**src/pee_pkg.sv**
```systemverilog
// Shared types, character codes and helper functions for the dual-assignment
// parenthesized expression evaluator. No dependencies.
`timescale 1ns / 1ps

package pee_pkg;

  localparam int unsigned STACK_DEPTH = 32;

  localparam logic [7:0] CH_AND   = 8'h26;
  localparam logic [7:0] CH_OR    = 8'h7C;
  localparam logic [7:0] CH_XOR   = 8'h5E;
  localparam logic [7:0] CH_OPEN  = 8'h28;
  localparam logic [7:0] CH_CLOSE = 8'h29;
  localparam logic [7:0] CH_ZERO  = 8'h30;
  localparam logic [7:0] CH_ONE   = 8'h31;
  localparam logic [7:0] CH_LOW_X = 8'h78;
  localparam logic [7:0] CH_UP_X  = 8'h58;

  // Bit 0 is the lane with x=0, X=1; bit 1 is the lane with x=1, X=0.
  typedef logic [1:0] pair_t;

  localparam pair_t PAIR_ZERO  = 2'b00;
  localparam pair_t PAIR_ONE   = 2'b11;
  localparam pair_t PAIR_LOW_X = 2'b10;
  localparam pair_t PAIR_UP_X  = 2'b01;

  typedef enum logic [1:0] {
    OP_AND   = 2'd0,
    OP_OR    = 2'd1,
    OP_XOR   = 2'd2,
    OP_OTHER = 2'd3
  } op_e;

  typedef enum logic [1:0] {
    CLS_OPEN  = 2'd0,
    CLS_CLOSE = 2'd1,
    CLS_VALUE = 2'd2,
    CLS_OPER  = 2'd3
  } cls_e;

  typedef struct packed {
    cls_e  cls;
    pair_t val;
    op_e   op;
  } dec_t;

  typedef struct packed {
    logic  push;
    logic  reduce;
    logic  clear;
    pair_t data;
  } vstk_cmd_t;

  typedef struct packed {
    logic push;
    logic pop;
    logic clear;
    op_e  op;
  } ostk_cmd_t;

  function automatic dec_t decode_char(input logic [7:0] ch);
    dec_t d;
    d.cls = CLS_OPER;
    d.val = PAIR_ZERO;
    d.op  = OP_OTHER;
    case (ch)
      CH_ZERO: begin
        d.cls = CLS_VALUE;
        d.val = PAIR_ZERO;
      end
      CH_ONE: begin
        d.cls = CLS_VALUE;
        d.val = PAIR_ONE;
      end
      CH_LOW_X: begin
        d.cls = CLS_VALUE;
        d.val = PAIR_LOW_X;
      end
      CH_UP_X: begin
        d.cls = CLS_VALUE;
        d.val = PAIR_UP_X;
      end
      CH_OPEN:  d.cls = CLS_OPEN;
      CH_CLOSE: d.cls = CLS_CLOSE;
      CH_AND:   d.op = OP_AND;
      CH_OR:    d.op = OP_OR;
      CH_XOR:   d.op = OP_XOR;
      default:  d.op = OP_OTHER;
    endcase
    return d;
  endfunction

  function automatic pair_t combine(input op_e op, input pair_t a, input pair_t b);
    pair_t r;
    case (op)
      OP_AND:  r = a & b;
      OP_OR:   r = a | b;
      OP_XOR:  r = a ^ b;
      default: r = PAIR_ZERO;
    endcase
    return r;
  endfunction

endpackage

```
**src/pee_value_stack.sv**
```systemverilog
// Value pair stack: top and second entries in registers, all entries mirrored
// in a memory whose registered read port prefetches the third entry. Uses pee_pkg.
`timescale 1ns / 1ps

module pee_value_stack #(
  parameter int unsigned DEPTH = pee_pkg::STACK_DEPTH,
  localparam int unsigned CW   = $clog2(DEPTH + 1),
  localparam int unsigned AW   = (DEPTH > 1) ? $clog2(DEPTH) : 1
) (
  input  logic                clk_i,
  input  logic                rst_ni,
  input  pee_pkg::vstk_cmd_t  cmd_i,
  output logic [CW-1:0]       count_o,
  output pee_pkg::pair_t      top_o,
  output pee_pkg::pair_t      second_o
);

  logic [CW-1:0]  count_q, count_d;
  pee_pkg::pair_t top_q, top_d;
  pee_pkg::pair_t second_q, second_d;
  pee_pkg::pair_t rd_q;
  pee_pkg::pair_t stack_mem [DEPTH];
  logic [CW-1:0]  wr_full, rd_full;
  logic [AW-1:0]  wr_addr, rd_addr;
  logic           wr_en;

  always_comb begin
    count_d  = count_q;
    top_d    = top_q;
    second_d = second_q;
    wr_en    = 1'b0;
    wr_full  = count_q;
    if (cmd_i.push) begin
      count_d  = count_q + CW'(1);
      top_d    = cmd_i.data;
      second_d = top_q;
      wr_en    = 1'b1;
    end else if (cmd_i.reduce) begin
      count_d  = count_q - CW'(1);
      top_d    = cmd_i.data;
      second_d = rd_q;
      wr_en    = 1'b1;
      wr_full  = count_q - CW'(2);
    end
    if (cmd_i.clear) begin
      count_d = '0;
    end
    rd_full = count_d - CW'(3);
  end

  assign wr_addr = wr_full[AW-1:0];
  assign rd_addr = rd_full[AW-1:0];

  always_ff @(posedge clk_i or negedge rst_ni) begin
    if (!rst_ni) begin
      count_q <= '0;
    end else begin
      count_q <= count_d;
    end
  end

  always_ff @(posedge clk_i) begin
    top_q    <= top_d;
    second_q <= second_d;
    if (wr_en) begin
      stack_mem[wr_addr] <= cmd_i.data;
    end
    rd_q <= stack_mem[rd_addr];
  end

  assign count_o  = count_q;
  assign top_o    = top_q;
  assign second_o = second_q;

endmodule

```
**src/pee_oper_stack.sv**
```systemverilog
// Operator stack: top entry in a register, all entries in a memory whose
// registered read port prefetches the entry below the top. Uses pee_pkg.
`timescale 1ns / 1ps

module pee_oper_stack #(
  parameter int unsigned DEPTH = pee_pkg::STACK_DEPTH,
  localparam int unsigned CW   = $clog2(DEPTH + 1),
  localparam int unsigned AW   = (DEPTH > 1) ? $clog2(DEPTH) : 1
) (
  input  logic                clk_i,
  input  logic                rst_ni,
  input  pee_pkg::ostk_cmd_t  cmd_i,
  output logic [CW-1:0]       count_o,
  output pee_pkg::op_e        top_o
);

  logic [CW-1:0] count_q, count_d;
  pee_pkg::op_e  top_q, top_d;
  pee_pkg::op_e  rd_q;
  pee_pkg::op_e  stack_mem [DEPTH];
  logic [CW-1:0] rd_full;
  logic [AW-1:0] wr_addr, rd_addr;

  always_comb begin
    count_d = count_q;
    top_d   = top_q;
    if (cmd_i.push) begin
      count_d = count_q + CW'(1);
      top_d   = cmd_i.op;
    end else if (cmd_i.pop) begin
      count_d = count_q - CW'(1);
      top_d   = rd_q;
    end
    if (cmd_i.clear) begin
      count_d = '0;
    end
    rd_full = count_d - CW'(2);
  end

  assign wr_addr = count_q[AW-1:0];
  assign rd_addr = rd_full[AW-1:0];

  always_ff @(posedge clk_i or negedge rst_ni) begin
    if (!rst_ni) begin
      count_q <= '0;
    end else begin
      count_q <= count_d;
    end
  end

  always_ff @(posedge clk_i) begin
    top_q <= top_d;
    if (cmd_i.push) begin
      stack_mem[wr_addr] <= cmd_i.op;
    end
    rd_q <= stack_mem[rd_addr];
  end

  assign count_o = count_q;
  assign top_o   = top_q;

endmodule

```
**src/paren_expr_dual_evaluator_unit.sv**
```systemverilog
// Top level of the dual-assignment parenthesized expression evaluator.
// Depends on pee_pkg, pee_value_stack and pee_oper_stack.
//
// Usage: the slave stream carries one character per item in s_axis_tdata_i,
// with s_axis_tlast_i marking the final character of an expression. Operands
// are 0, 1, x and X; '(' is ignored; ')' applies the newest operator to the two
// newest values; any other character is pushed as an operator.
// Only the final character of an expression produces a result item on the
// master stream. The result holds the top value under x=0, X=1 and under
// x=1, X=0, their difference, and a malformed flag for stack underflow,
// overflow or an empty value stack.
// Throughput is one character per cycle, set by the stack top registers,
// which are rewritten every cycle. A final character is held in the input
// register, and its result goes to the result register on the master side.
// When the master side stalls, non-final characters keep flowing into the
// stacks; a final character waits in the input register until the result
// register frees up. Reset empties both stacks and the error flag and
// leaves both streams idle.
`timescale 1ns / 1ps

module paren_expr_dual_evaluator_unit #(
  parameter int unsigned STACK_DEPTH = pee_pkg::STACK_DEPTH
) (
  input  logic       clk_i,
  input  logic       rst_ni,
  input  logic       s_axis_tvalid_i,
  output logic       s_axis_tready_o,
  input  logic [7:0] s_axis_tdata_i,  // [7:0] char_code
  input  logic       s_axis_tlast_i,
  output logic       m_axis_tvalid_o,
  input  logic       m_axis_tready_i,
  output logic [7:0] m_axis_tdata_o   // [0] result_differs, [1] value_x_low,
                                      // [2] value_x_high, [3] malformed, [7:4] zero
);

  localparam int unsigned CW = $clog2(STACK_DEPTH + 1);

  logic                in_valid_q;
  logic [7:0]          char_q;
  logic                last_q;
  logic                err_q, err_d;
  logic                out_valid_q;
  logic [3:0]          out_data_q, out_data_d;
  logic                advance;
  logic                err_now;
  pee_pkg::dec_t       dec;
  pee_pkg::vstk_cmd_t  vcmd;
  pee_pkg::ostk_cmd_t  ocmd;
  logic [CW-1:0]       v_count, o_count, nv_count;
  pee_pkg::pair_t      v_top, v_second, nv_top, merged;
  pee_pkg::op_e        o_top;
  logic                bad;

  assign advance = in_valid_q && (!last_q || !out_valid_q || m_axis_tready_i);
  assign s_axis_tready_o = !in_valid_q || advance;

  pee_value_stack #(
    .DEPTH (STACK_DEPTH)
  ) u_value_stack (
    .clk_i    (clk_i),
    .rst_ni   (rst_ni),
    .cmd_i    (vcmd),
    .count_o  (v_count),
    .top_o    (v_top),
    .second_o (v_second)
  );

  pee_oper_stack #(
    .DEPTH (STACK_DEPTH)
  ) u_oper_stack (
    .clk_i   (clk_i),
    .rst_ni  (rst_ni),
    .cmd_i   (ocmd),
    .count_o (o_count),
    .top_o   (o_top)
  );

  always_comb begin
    dec         = pee_pkg::decode_char(char_q);
    merged      = pee_pkg::combine(o_top, v_second, v_top);
    vcmd        = '0;
    ocmd        = '0;
    vcmd.data   = dec.val;
    ocmd.op     = dec.op;
    err_now     = 1'b0;
    nv_count    = v_count;
    nv_top      = v_top;
    if (advance) begin
      case (dec.cls)
        pee_pkg::CLS_VALUE: begin
          if (v_count == CW'(STACK_DEPTH)) begin
            err_now = 1'b1;
          end else begin
            vcmd.push = 1'b1;
            nv_count  = v_count + CW'(1);
            nv_top    = dec.val;
          end
        end
        pee_pkg::CLS_CLOSE: begin
          if (v_count < CW'(2) || o_count == '0) begin
            err_now = 1'b1;
          end else begin
            vcmd.reduce = 1'b1;
            vcmd.data   = merged;
            ocmd.pop    = 1'b1;
            nv_count    = v_count - CW'(1);
            nv_top      = merged;
          end
        end
        pee_pkg::CLS_OPER: begin
          if (o_count == CW'(STACK_DEPTH)) begin
            err_now = 1'b1;
          end else begin
            ocmd.push = 1'b1;
          end
        end
        default: begin
        end
      endcase
      vcmd.clear = last_q;
      ocmd.clear = last_q;
    end
    bad = err_q || err_now || (nv_count == '0);
    if (nv_count == '0) begin
      nv_top = pee_pkg::PAIR_ZERO;
    end
    out_data_d = {bad, nv_top[1], nv_top[0], nv_top[0] ^ nv_top[1]};
    err_d = err_q;
    if (advance) begin
      err_d = last_q ? 1'b0 : (err_q || err_now);
    end
  end

  always_ff @(posedge clk_i or negedge rst_ni) begin
    if (!rst_ni) begin
      in_valid_q  <= 1'b0;
      err_q       <= 1'b0;
      out_valid_q <= 1'b0;
    end else begin
      if (s_axis_tready_o) begin
        in_valid_q <= s_axis_tvalid_i;
      end
      err_q <= err_d;
      if (advance && last_q) begin
        out_valid_q <= 1'b1;
      end else if (m_axis_tready_i) begin
        out_valid_q <= 1'b0;
      end
    end
  end

  always_ff @(posedge clk_i) begin
    if (s_axis_tready_o) begin
      char_q <= s_axis_tdata_i;
      last_q <= s_axis_tlast_i;
    end
    if (advance && last_q) begin
      out_data_q <= out_data_d;
    end
  end

  assign m_axis_tvalid_o = out_valid_q;
  assign m_axis_tdata_o  = {4'b0000, out_data_q};

  a_err_cleared_after_result : assert property (
    @(posedge clk_i) disable iff (!rst_ni)
    (advance && last_q) |=> !err_q
  ) else $error("error flag not cleared after a final character");

  a_count_in_range : assert property (
    @(posedge clk_i) disable iff (!rst_ni)
    (v_count <= CW'(STACK_DEPTH)) && (o_count <= CW'(STACK_DEPTH))
  ) else $error("stack count beyond depth");

  a_input_held : assert property (
    @(posedge clk_i) disable iff (!rst_ni)
    (in_valid_q && !advance) |=> (in_valid_q && $stable(char_q) && $stable(last_q))
  ) else $error("held input item changed while blocked");

  a_result_from_final : assert property (
    @(posedge clk_i) disable iff (!rst_ni)
    $rose(m_axis_tvalid_o) |-> $past(in_valid_q && last_q)
  ) else $error("result raised without a final character");

endmodule

```
**config.mk**
```make
export PLATFORM = sky130hd
export DESIGN_NAME = paren_expr_dual_evaluator_unit
export DESIGN_NICKNAME = d
export VERILOG_FILES = /design/src/pee_pkg.sv /design/src/pee_value_stack.sv /design/src/pee_oper_stack.sv /design/src/paren_expr_dual_evaluator_unit.sv
export SDC_FILE = /design/constraint.sdc
export NUM_CORES = 1
export LEC_CHECK = 0
export ABC_AREA = 1
export ABC_CLOCK_PERIOD_IN_PS = 10300
export BUFFER_PORTS_ARGS = -buffer_cell sky130_fd_sc_hd__buf_4
export CAP_MARGIN = 30
export CORE_UTILIZATION = 55
export CTS_BUF_LIST = sky130_fd_sc_hd__clkbuf_4 sky130_fd_sc_hd__clkbuf_8
export DETAILED_ROUTE_END_ITERATION = 10
export HOLD_SLACK_MARGIN = 0.1
export PLACE_DENSITY = 0.73
export SYNTH_ARGS = -nofsm -noshare
export SYNTH_HDL_FRONTEND = slang
export SYNTH_SLANG_ARGS = --single-unit
export TNS_END_PERCENT = 5
```
**constraint.sdc**
```tcl
create_clock -name clk_i -period 10.3 [get_ports clk_i]
set_input_delay 0.515 -clock clk_i [delete_from_list [all_inputs] [get_ports clk_i]]
set_output_delay 0.515 -clock clk_i [all_outputs]
set_load 0.05 [all_outputs]
```
==> results of run 1 <==
## per-stage QoR
step | utilization | cell area [µm²] | total power, mW | hold slack, ns | worst slack, ns
2_1_floorplan | - | 8930 | 1.09 | 0.219 | 6.76
3_3_place_gp | 0.579 | 9170 | 1.17 | 0.399 | 5.74
3_5_place_dp | 0.579 | 9170 | 1.18 | 0.399 | 5.52
4_1_cts | 0.607 | 9600 | 1.67 | 0.195 | 5.44
5_1_grt | 0.607 | 9600 | 1.76 | 0.183 | 4.90
6_report | 0.607 | 9600 | 1.68 | 0.210 | 5.42
## kinds of logic after synthesis
logic type | after synthesis | share of synthesized area
adder cells (fa/ha/maj) | 19 | 0.0267
buffers and inverters | 237 | 0.107
flip-flops | 166 | 0.546
other | 1 | 0.000421
AND/OR/NAND/NOR | 518 | 0.281
XOR/XNOR | 12 | 0.0118
AO/OA/AOI/OAI | 41 | 0.0271
## worst max-delay path, delay by kind of cell, from the launching register on
family / cells / cell delay [ns]
and+or+nand+nor: 12 / 2.52
adders and majority gates: 2 / 0.96
buffers and inverters: 4 / 0.65
DFF: 1 / 0.39
AOI/OAI and AO/OA: 1 / 0.23
## cells in the mapped netlist, types with 4 or more instances
library cell	number
edfxtp_1	147
xor2_1	11
buf_4	8
ha_1	19
dfxtp_1	4
nor2_1	98
nand2_2	5
nand2_4	4
dfrtp_1	15
buf_2	23
nor2_4	4
nor4_1	5
nand4_1	68
inv_1	187
nand3_2	7
nand2_1	169
inv_2	7
clkbuf_1	10
a21oi_1	11
o21ai_0	19
nand3_1	144
nor3_1	6
## metal layers
layer | GRT usage | wire (µm)
met1 | 0.306 | 8700
met2 | 0.449 | 9890
met3 | 0.0458 | 701
met4 | 0.109 | 519
met5 | 0 | 0
## power groups by stage
| stage | combinational [mW] | sequential, mW | clock (mW) |
|---|---|---|---|
| 3_5_place_dp | 0.384 | 0.794 | 0 |
| 5_1_grt | 0.437 | 0.783 | 0.536 |
| 3_3_place_gp | 0.377 | 0.794 | 0 |
| 4_1_cts | 0.386 | 0.779 | 0.508 |
| 2_1_floorplan | 0.303 | 0.785 | 0 |
| 6_report | 0.390 | 0.780 | 0.505 |
## flip-flops by register name, indices dropped and copies added (netlist names)
signal,cells
char_q,8
err_q,1
in_valid_q,1
last_q,1
m_axis_tvalid_o,1
out_data_q,4
u_oper_stack.count_o,6
u_oper_stack.rd_q,2
u_oper_stack.stack_mem,64
u_oper_stack.top_o,2
u_value_stack.count_o,6
u_value_stack.rd_q,2
u_value_stack.second_o,2
u_value_stack.stack_mem,64
u_value_stack.top_o,2
## layout by cell type, fill, tap and decap left out, types with 7 or more instances in the layout
cell type,count
buf_4,23
dfrtp_1,15
nand3_2,7
nand4_1,68
inv_1,187
inv_2,7
nor2_1,96
edfxtp_1,147
nand2_1,169
o21ai_0,18
xor2_1,11
clkbuf_8,18
ha_1,19
a21oi_1,11
nand3_1,144
## worst paths after layout
kind	startpoint	to	slack [ns]	cells after the start
worst max-delay path	char_q[6]	u_value_stack.rd_q[1]	5.42	19
worst min-delay path	s_axis_tlast_i	last_q	0.21	1
worst max register to register	char_q[6]	u_value_stack.rd_q[1]	5.42	19
worst min register to register	u_value_stack.rd_q[0]	u_value_stack.second_o[0]	0.57	2
max in group asynchronous	rst_ni	u_oper_stack.count_o[2]	9.66	2
min in group asynchronous	rst_ni	u_value_stack.count_o[5]	0.43	2
## final cells by class
type                       count  area [µm²]  area share
sequential                   166        4870       0.507
multi-input combinational    594        3120       0.325
inverter                     195         734      0.0765
tap                          216         270      0.0281
clock buffer                  19         255      0.0266
timing repair buffer          24         183      0.0190
clock inverter                13         169      0.0176
==> summary.md, run 1 <==
| Metric | Value |
|---|---|
| Cells after Synth | `between 900 and 1000` |
| Total track usage | `0.254` |
| Max H-tree Level | `4` |
| DP HPWL | `13100 µm` |
| Post-CTS Hold Buffers | `1` |
| Relative slew slack | `0.435` |
| Final setup viols | `0` |
| Combinational fraction of design power | `0.233` |
| Row cnt | `46` |
| Critical path type | `reg -> reg` |
| PwrDens | `175 mW/mm²` |
| Slowest Stage Delay on Critical Path | `0.64 ns` |
| Setup bufs post-CTS | `0` |
| Crit Path Max Fanout | `33` |
| Initial core utilization | `0.563` |
| Worst VDD drop | `0.0961 mV` |
| Hold crit path type | `in -> reg` |
| Cell Count, Final, Fillers Out | `approximately 1200` |
| DRC Markers | `0` |
| TNS Setup | `0 ns` |
| Count of input and output buffers | `18` |
| Synth top area share | `0.495` |
| Max cap viols | `0` |
| Yosys warnings | `0` |
| Count of boundary I/O pins | `23` |
| RSZ-0062 raised after global routing | `no` |
| Clk_lat worst skew | `approximately 0.48 ns` |
| Clock Skew | `between 0.01 and 0.015 ns` |
| Reg power frac | `0.465` |
| Vias in the first global route | `6522` |
| CTS resizes | `0` |
| Largest net degree at the start of global routing | `72` |
| CP endpoint kind | `flip-flop` |
| Clock sinks | `around 170` |
| CTS tree | `yes` |
| # diodes | `0` |
| Clk slew on worst S/H paths | `about 0.090 ns` |
| Fillers | `1387` |
| WP data required | `around 11 ns` |
| CTS Buf Count | `17` |
| P_int | `1.12 mW` |
| Psw | `0.557 mW` |
| Critical path arrival | `approximately 5.3 ns` |
| Routed vias/inst | `5.49` |
| Most frequent CP cell | `nand3_1` |
| Nets@finish | `roughly 1000` |
| Fin crit share | `0.474` |
| Crit-path slowest cell | `ha_1` |
| Max Clk Rate | `between 200 and 250 MHz` |
| Library cells used by synthesis | `39` |
| Dominant synthesized flop cell | `edfxtp_1` |
| Mapped Area | `0.00891 mm²` |
| Hold Violations, Final | `0` |
| Core area | `between 0.015 and 0.02 mm²` |
| Wirelength per Cell | `16.1 µm` |
| Synth async-reset ratio | `0.0904` |
| Placed cells | `1194` |
| Number of synthesized register bits | `166` |
| Area grow syn2layout | `7.71%` |
| First-pass GRT wire length | `around 32000 µm` |
| Antenna violations before repair | `0` |
| Total Routed Length | `19800 µm` |
| Slew @ Worst Pin | `between 0.8 and 0.9 ns` |
| Die ar. | `around 0.017 mm²` |
| ANT nets after route | `0` |
| Synth area leaders | `edfxtp_1 (50%), nand3_1 (8.1%), inv_1 (7.9%)` |
| Vias | `6732` |
| CP cell instances | `inv_1 > nand3_1 > nor2_1 > inv_1 > nor4_1 > a21oi_1 > ha_1 > nand4_4 > nand3_2 > nand3_4 > inv_2 > ha_1 > inv_1 > nand3_1 > nand3_1 > nand3_1 > nand2_1 > nand2_1 > nand2_1` |
| Root Buffer | `clkbuf_8` |
| Final slew viol count | `0` |
| Crit path launch type | `flip-flop` |
| Status | `finished, final reports clean` |
| Initial DRT Pass Iterations | `5` |
| Pleak | `4.22 nW` |
| Sw frac | `0.332` |
| Height of the die | `129 µm` |
| Clock Power Share | `0.302` |
| Die Wd | `approximately 130 µm` |
| Sequential element share of the synthesized area | `0.546` |
| Mean post-synth cell area | `8.97 µm²` |
| GPL Wtd Cong | `roughly 0.9` |
| GR Overflow Total | `0` |
| Initial DRC Count | `559` |
| Tmin final | `4.88 ns` |
| Clk buf depth | `2` |
| EDFF count, synth | `147` |
| Area leader, netlist | `edfxtp_1` |
| Share of cells above drive strength 1 | `0.0950` |
(Power assumes the default switching activity.)
==> run 2, diff against run 1 <==
--- a/config.mk
+++ b/config.mk
@@ -6,7 +6,7 @@
 export NUM_CORES = 1
 export LEC_CHECK = 0
 export ABC_AREA = 1
-export ABC_CLOCK_PERIOD_IN_PS = 10300
+export ABC_CLOCK_PERIOD_IN_PS = 5100
 export BUFFER_PORTS_ARGS = -buffer_cell sky130_fd_sc_hd__buf_4
 export CAP_MARGIN = 30
 export CORE_UTILIZATION = 55
==> constraint.sdc (replaced) <==
create_clock -name clk_i -period 5.1 [get_ports clk_i]
set_input_delay 0.255 -clock clk_i [delete_from_list [all_inputs] [get_ports clk_i]]
set_output_delay 0.255 -clock clk_i [all_outputs]
set_load 0.05 [all_outputs]
==> summary.md, run 2 (same netlist as run 1, synthesis figures left out) <==
| Metric | Value |
|---|---|
| Initial core utilization | `0.563` |
| Max cap viols | `0` |
| Crit Path Max Fanout | `33` |
| Area grow syn2layout | `8.83%` |
| Flop-to-flop setup slack | `0.65 ns` |
| Tmin final | `4.45 ns` |
| Row cnt | `46` |
| Critical path type | `reg -> reg` |
| Commonest non-fill, non-tap cell in the layout | `inv_1` |
| WP data required | `5.46 ns` |
| Routed vias/inst | `5.42` |
| Crit-path slowest cell | `ha_1` |
| First-pass GRT wire length | `between 30000 and 40000 µm` |
| CTS Buf Count | `17` |
| Crit path launch type | `flip-flop` |
| Total power | `3.32 mW` |
| Biggest regs | `u_oper_stack.stack_mem (64), u_value_stack.stack_mem (64), char_q (8)` |
| Worst VDD drop | `0.191 mV` |
| Slowest Stage Delay on Critical Path | `0.65 ns` |
| Vias | `6712` |
| RSZ-0062 raised after global routing | `no` |
| Worst hold slack | `about 0.2 ns` |
| Setup bufs post-CTS | `0` |
| Critical path arrival | `4.82 ns` |
| Slew @ Worst Pin | `0.809 ns` |
| Clk_lat worst skew | `0.46 ns` |
| Core area | `0.0158 mm²` |
| Fin worst setup slack | `0.647 ns` |
| Max H-tree Level | `4` |
| Fin crit share | `0.873` |
| Wirelength per Cell | `15.9 µm` |
| Place WS | `~0.28 ns` |
| Count of input and output buffers | `18` |
| Nets@finish | `1043` |
| PwrDens | `342 mW/mm²` |
| Initial DRC Count | `597` |
| Final slew viol count | `0` |
| Clk buf depth | `2` |
| Share of cells above drive strength 1 | `0.0949` |
| Crit-path leading delay family | `simple AND/OR/NAND/NOR gates` |
| DRC Markers | `0` |
| GR Overflow Total | `0` |
| Commonest non-fill, non-tap cells in the layout | `inv_1 (187), nand2_1 (169), edfxtp_1 (147)` |
| Final setup viols | `0` |
| Relative slew slack | `0.460` |
| TNS Setup | `0 ns` |
| Root Buffer | `clkbuf_8` |
| Cell Count, Final, Fillers Out | `1238` |
| Finished Core Util | `0.613` |
| Max Clk Rate | `225 MHz` |
| Total track usage | `0.250` |
| DP HPWL | `13100 µm` |
| Hold Violations, Final | `0` |
| Die ar. | `0.0167 mm²` |
| Placed cells | `1196` |
| ANT nets after route | `0` |
| Pleak | `around 4.3 nW` |
| Post-place instance area | `around 0.0092 mm²` |
| Bufs and invs on worst path | `6` |
| GPL Wtd Cong | `0.886` |
| Total Routed Length | `just under 20000 µm` |
| Antenna violations before repair | `0` |
| Die Wd | `129 µm` |
| Cell area after layout | `0.00970 mm²` |
| Largest net degree at the start of global routing | `approximately 70` |
| Status | `finished, final reports clean` |
| Count of boundary I/O pins | `23` |
| Clock sinks | `~170` |
| Clk slew on worst S/H paths | `0.09 ns` |
| CP cell instances | `inv_1 > nand3_1 > nor2_1 > inv_1 > nor4_2 > a21oi_1 > inv_1 > ha_1 > nand2_4 > inv_4 > nand2_8 > nand2_4 > nand2_4 > nand3_4 > inv_2 > ha_1 > inv_1 > nand3_1 > nand3_1 > nand3_1 > nand2_1 > nand2_1 > nand2_1` |
| Clock Skew | `roughly 0.013 ns` |
| CTS tree | `yes` |
| Height of the die | `129 µm` |
| Hold crit path type | `in -> async` |
| Vias in the first global route | `6523` |
| CP endpoint kind | `flip-flop` |
| # diodes | `0` |
| Initial DRT Pass Iterations | `5` |
-- run 2: worst reg2reg max path, delay by kind of cell, from the launching register on --
kind / cells / cell delay (ns)
AND/OR/NAND/NOR: 14 / 2.03
flip-flops: 1 / 0.39
AO/OA/AOI/OAI: 1 / 0.20
buffers and inverters: 6 / 0.86
adder cells (fa/ha/maj): 2 / 0.88
-- run 2: final cells by class --
class	count	area, µm²
fillers	1377	6130
flip-flops and latches	166	4870
multi-input cells	594	3130
inverters	195	734
repair buffers	37	308
well taps	216	270
clock buffers	17	234
clock inverters	13	151
-- run 2: what timing repair did --
action                     in CTS  in global routing
gates resized for setup         0                  2
hold endpoints to repair       26                  0
setup endpoints to repair       0                  2
hold buffers                   12                  0
-- run 2: layer usage --
layer / GRT usage / up-vias / share of wire
met4: 0.0900 / 0 / 0.020
met5: 0 / - / 0
met3: 0.0454 / 33 / 0.048
met1: 0.298 / 3168 / 0.42
met2: 0.450 / 198 / 0.51
li1: - / 3313 / -
-- run 2: path summary, 6_finish.rpt --
| check | from | end | cells after the start |
|---|---|---|---|
| min in group clk_i | s_axis_tdata_i[6] | char_q[6] | 2 |
| min reg2reg | u_oper_stack.rd_q[0] | u_oper_stack.top_o[0] | 2 |
| max reg2reg | char_q[6] | u_value_stack.rd_q[1] | 23 |
| min | rst_ni | u_value_stack.count_o[0] | 2 |
| max | char_q[6] | u_value_stack.rd_q[1] | 23 |
| max in group asynchronous | rst_ni | u_oper_stack.count_o[5] | 2 |
-- run 2: where the power goes --
group          switching, mW  total, mW  leakage [nW]  internal [mW]
Clock                  0.502      0.941         0.197          0.439
Combinational          0.564      0.802          2.65          0.238
Sequential            0.0506       1.57          1.42           1.52
Total                   1.12       3.32          4.26           2.20
